[config.mk]
export PLATFORM = sky130hd
export DESIGN_NAME = whs_mul
export DESIGN_NICKNAME = d
export VERILOG_FILES = /design/src/whs_pkg.sv /design/src/whs_mul.sv
export SDC_FILE = /design/constraint.sdc
export NUM_CORES = 2
export LEC_CHECK = 0
export BUFFER_PORTS_ARGS = -buffer_cell sky130_fd_sc_hd__buf_2
export CAP_MARGIN = 30
export CORE_MARGIN = 3
export CORE_UTILIZATION = 29
export DETAILED_ROUTE_END_ITERATION = 6
export GPL_ROUTABILITY_DRIVEN = 0
export GPL_TIMING_DRIVEN = 0
export PLACE_DENSITY = 0.48
export SYNTH_ARGS = -nofsm -noshare
export SYNTH_HDL_FRONTEND = slang
export SYNTH_SLANG_ARGS = --single-unit
export TNS_END_PERCENT = 20
[constraint.sdc]
create_clock -name clk_i -period 7.8 [get_ports clk_i]
set_input_delay 0.78 -clock clk_i [delete_from_list [all_inputs] [get_ports clk_i]]
set_output_delay 0.78 -clock clk_i [all_outputs]
set_load 0.005 [all_outputs]
[src/whs_pkg.sv]
// ----------------------------------------------------------------------------
// whs_pkg
// Shared types, constants and helpers for the wave height field step unit.
// ----------------------------------------------------------------------------
package whs_pkg;

  localparam int unsigned DATA_W     = 24;
  localparam int unsigned COORD_W    = 6;
  localparam int unsigned CELL_W     = 2 * COORD_W;
  localparam int unsigned CFG_W      = 17;
  localparam int unsigned MUL_A_W    = 28;
  localparam int unsigned MUL_B_W    = 20;
  localparam int unsigned MUL_P_W    = MUL_A_W + MUL_B_W;
  localparam logic [COORD_W-1:0] COORD_LAST = '1;
  localparam logic [16:0] ONE_Q16      = 17'd65536;
  localparam logic [3:0]  MAX_SUBSTEPS = 4'd8;

  typedef enum logic [2:0] {
    CFG_COLS   = 3'd0,
    CFG_ROWS   = 3'd1,
    CFG_GAIN   = 3'd2,
    CFG_STIME  = 3'd3,
    CFG_DAMP   = 3'd4,
    CFG_SUBST  = 3'd5
  } cfg_idx_e;

  typedef enum logic [1:0] {
    FUNC_TICK = 2'd0,
    FUNC_DROP = 2'd1,
    FUNC_READ = 2'd2,
    FUNC_NONE = 2'd3
  } func_e;

  // clip to signed 24 bit range
  function automatic logic signed [DATA_W-1:0] sat24(input logic signed [32:0] x);
    logic signed [DATA_W-1:0] r;
    if (x > 33'sd8388607) begin
      r = 24'sh7fffff;
    end else if (x < -33'sd8388608) begin
      r = 24'sh800000;
    end else begin
      r = x[DATA_W-1:0];
    end
    return r;
  endfunction

endpackage

[src/whs_mul.sv]
// ----------------------------------------------------------------------------
// whs_mul
// Shared signed multiplier with registered product.
// ----------------------------------------------------------------------------
module whs_mul (
  input  logic                                  clk_i,
  input  logic signed [whs_pkg::MUL_A_W-1:0]    a_i,
  input  logic signed [whs_pkg::MUL_B_W-1:0]    b_i,
  output logic signed [whs_pkg::MUL_P_W-1:0]    p_o
);

  logic signed [whs_pkg::MUL_P_W-1:0] p_q;
  logic signed [whs_pkg::MUL_P_W-1:0] p_d;

  assign p_d = a_i * b_i;

  always_ff @(posedge clk_i) begin
    p_q <= p_d;
  end

  assign p_o = p_q;

endmodule

==> flow_summary.ini <==
[clock_tree]
clockBufferDepth = 2
cts_tree = built
cts-root-buf = clkbuf_16
ctsHoldBuffers = 0
cts_setup_buffers = 0
htreeDepth = 2
clkTransAtPathRegs_ps = 90
cts_buffers = 5
tritoncts_num_sinks = 48

[worst_setup_path]
cp-start-kind = input port
end_kind = register
crit_start = b_i[7]
worstPathArrival_ps = 7740
path_class = input port to register
crit_path_end = p_o[47]
critPathMaxFanout = 10
crit_required_ps = 8030

[logic_synthesis]
synthXorXnorAreaFrac_pct = 2.01
synth_compound_area_share_pct = 3.96
async_reset_ff_share_pct = 0
avgSynthCellArea_um2 = 9.12
synth-edff-count = 0
syn_nets = 3072
ys.flop_type = dfxtp_1
ys_ff_latch = 48
synth_area_mm2 = 0.0213
synthSimpleGateAreaFrac_pct = 16.1
synth_fa_ha_area_share_pct = 60.2
synth_top_family_by_area = adder cells
ys_seq_area_share_pct = 4.51
synth.largest_area_cell = fa_1
synth_cell_type_count = 55
yosys-top-cells-count = inv_1 (627), fa_1 (564), and2_1 (290), nand2_1 (265), ha_1 (123)
synth.most_common_cell = inv_1
yosysWarnings = 0
synthMuxAreaShare_pct = 0.0470
netlist_instances = 2336
synthTopCellsByArea = fa_1 (53%), inv_1 (11%), and2_1 (8.5%)
synth_top_area_share_pct = 53.0

[drt]
routedWlPerCell_um = 19.3
drt_iter0_drc = 672
avgViaCountPerCell = 4.59
wl_um = 64600
vias = 15401
ant_nets = 0
drc = 0
drtPass1Iterations = 5

[sta]
fin_ws_ps = 289
fin_crit_ps = 7510
whs_ps = 822
finalSetupViolCount = 0
finalCritPeriodShare_pct = 96.3
tns_ps = 0
relSlewSlack_pct = 41.8
finalHoldViolations = 0
worst_slew_pin_slew_ps = 871
clock.fmax_mhz = 133
finalMaxSlewViolations = 0

[floorplan]
start_util_pct = 29.5
core_mm2 = 0.0721
fp.dieH_um = 277
die_x_um = 277
dieArea_mm2 = 0.0767
pin_count = 97
row_count = 98

[final_layout]
fin_nets = 3136
layout-drive-gt1-share_pct = 6.87
largest_register_ffs = 48
area_growth_pct = 9.18
stdcell_area_mm2 = 0.0233

[grt]
track_usage_pct = 17.7
grt_pass1_vias = 17735
grt_antenna_before_repair = 4
grt_first_pass_wirelength_um = 103000
grt_start_max_net_pins = 17
overflow = 0

[worst_hold_path]
hp-class = input port to register

[place]
dpl_cell_area_mm2 = 0.0228
port_buffers = 56
pre_cts_slack_ps = -1540
detailed_place_hpwl_um = 55600

[flow_run]
cap_viol_max_count = 0

[status]
outcome = finished clean
==> critical path: stages <==
cell and delay (ps):
clkbuf_4 250, buf_6 220, nand2_1 90, fa_1 490, fa_1 520, fa_1 520, inv_1 50, fa_1 570
fa_1 440, fa_1 500, inv_1 60, fa_1 550, inv_1 80, ha_1 380, a31o_2 290, a211oi_2 240
nor3b_4 270, o41ai_2 120, buf_4 190, a221o_2 420, a211oi_4 340, o21ai_0 130, and4b_1 190
==> layout by cell type (no fill, tap or decap), types with 8 or more instances in the layout <==
| cell | n |
|---|---|
| xnor2_1 | 39 |
| nand2_1 | 265 |
| a21oi_1 | 42 |
| clkbuf_1 | 43 |
| clkbuf_2 | 43 |
| xor2_1 | 10 |
| nor3_1 | 12 |
| nor2_1 | 55 |
| nand3_1 | 13 |
| fa_1 | 562 |
| o21ai_0 | 21 |
| buf_2 | 57 |
| buf_6 | 13 |
| buf_4 | 8 |
| dfxtp_1 | 48 |
| and2_1 | 289 |
| ha_1 | 122 |
| inv_1 | 626 |
| clkbuf_4 | 9 |
| a21o_1 | 20 |
| nand2b_1 | 11 |
==> metal layers <==
layer  track usage [%]  wire length, µm  vias to the layer above
met1              21.7            25500                     8140
li1                  -                -                     6781
met5                 0               15                        -
met2              31.7            33100                      386
met4              5.98             2500                        2
met3              2.66             3500                       92
==> cell type report <==
type	instances	area, µm²
sequential	48	961
clock buffer	6	139
buffer	118	676
inverter	627	2350
clock inverter	2	13.8
multi-input combinational	1543	17600
tap	950	1190
antenna	3	7.51
timing repair buffer	57	295
fill	7636	48800
==> timing repair <==
| action | CTS | global route |
|---|---|---|
| endpoints found under the setup margin | 22 | 12 |
| pin swaps | 0 | 1 |
| gates resized for setup | 57 | 159 |
==> worst min path at each step <==
stage          depth (start not counted)       to    start  slack [ps]
5_1_grt                                2   p_o[0]   b_i[0]         820
4_1_cts                                2   p_o[0]   b_i[0]         800
3_5_place_dp                           1  p_o[46]  p_o[46]        1160
6_report                               2   p_o[0]   b_i[0]         820
3_3_place_gp                           1   p_o[7]   p_o[7]        1160
2_1_floorplan                          1   p_o[0]   b_i[0]         910
==> cells by family after synthesis <==
family | Yosys count
simple gates | 677
compound gates | 129
xor+xnor | 49
flops | 48
mux | 1
buf+inv | 745
fa+ha+maj | 687
==> through the flow <==
stage | instances | utilization (%)
after CTS | 3351 | 32.0
after detailed placement | 3343 | 31.6
after floorplan | 2336 | -
after global placement | 3342 | 31.6
after global routing | 3351 | 32.2
final | 3354 | 32.3
Power is not shown: default switching activity piles up to over one toggle a cycle in this logic, so the estimate is an artifact.
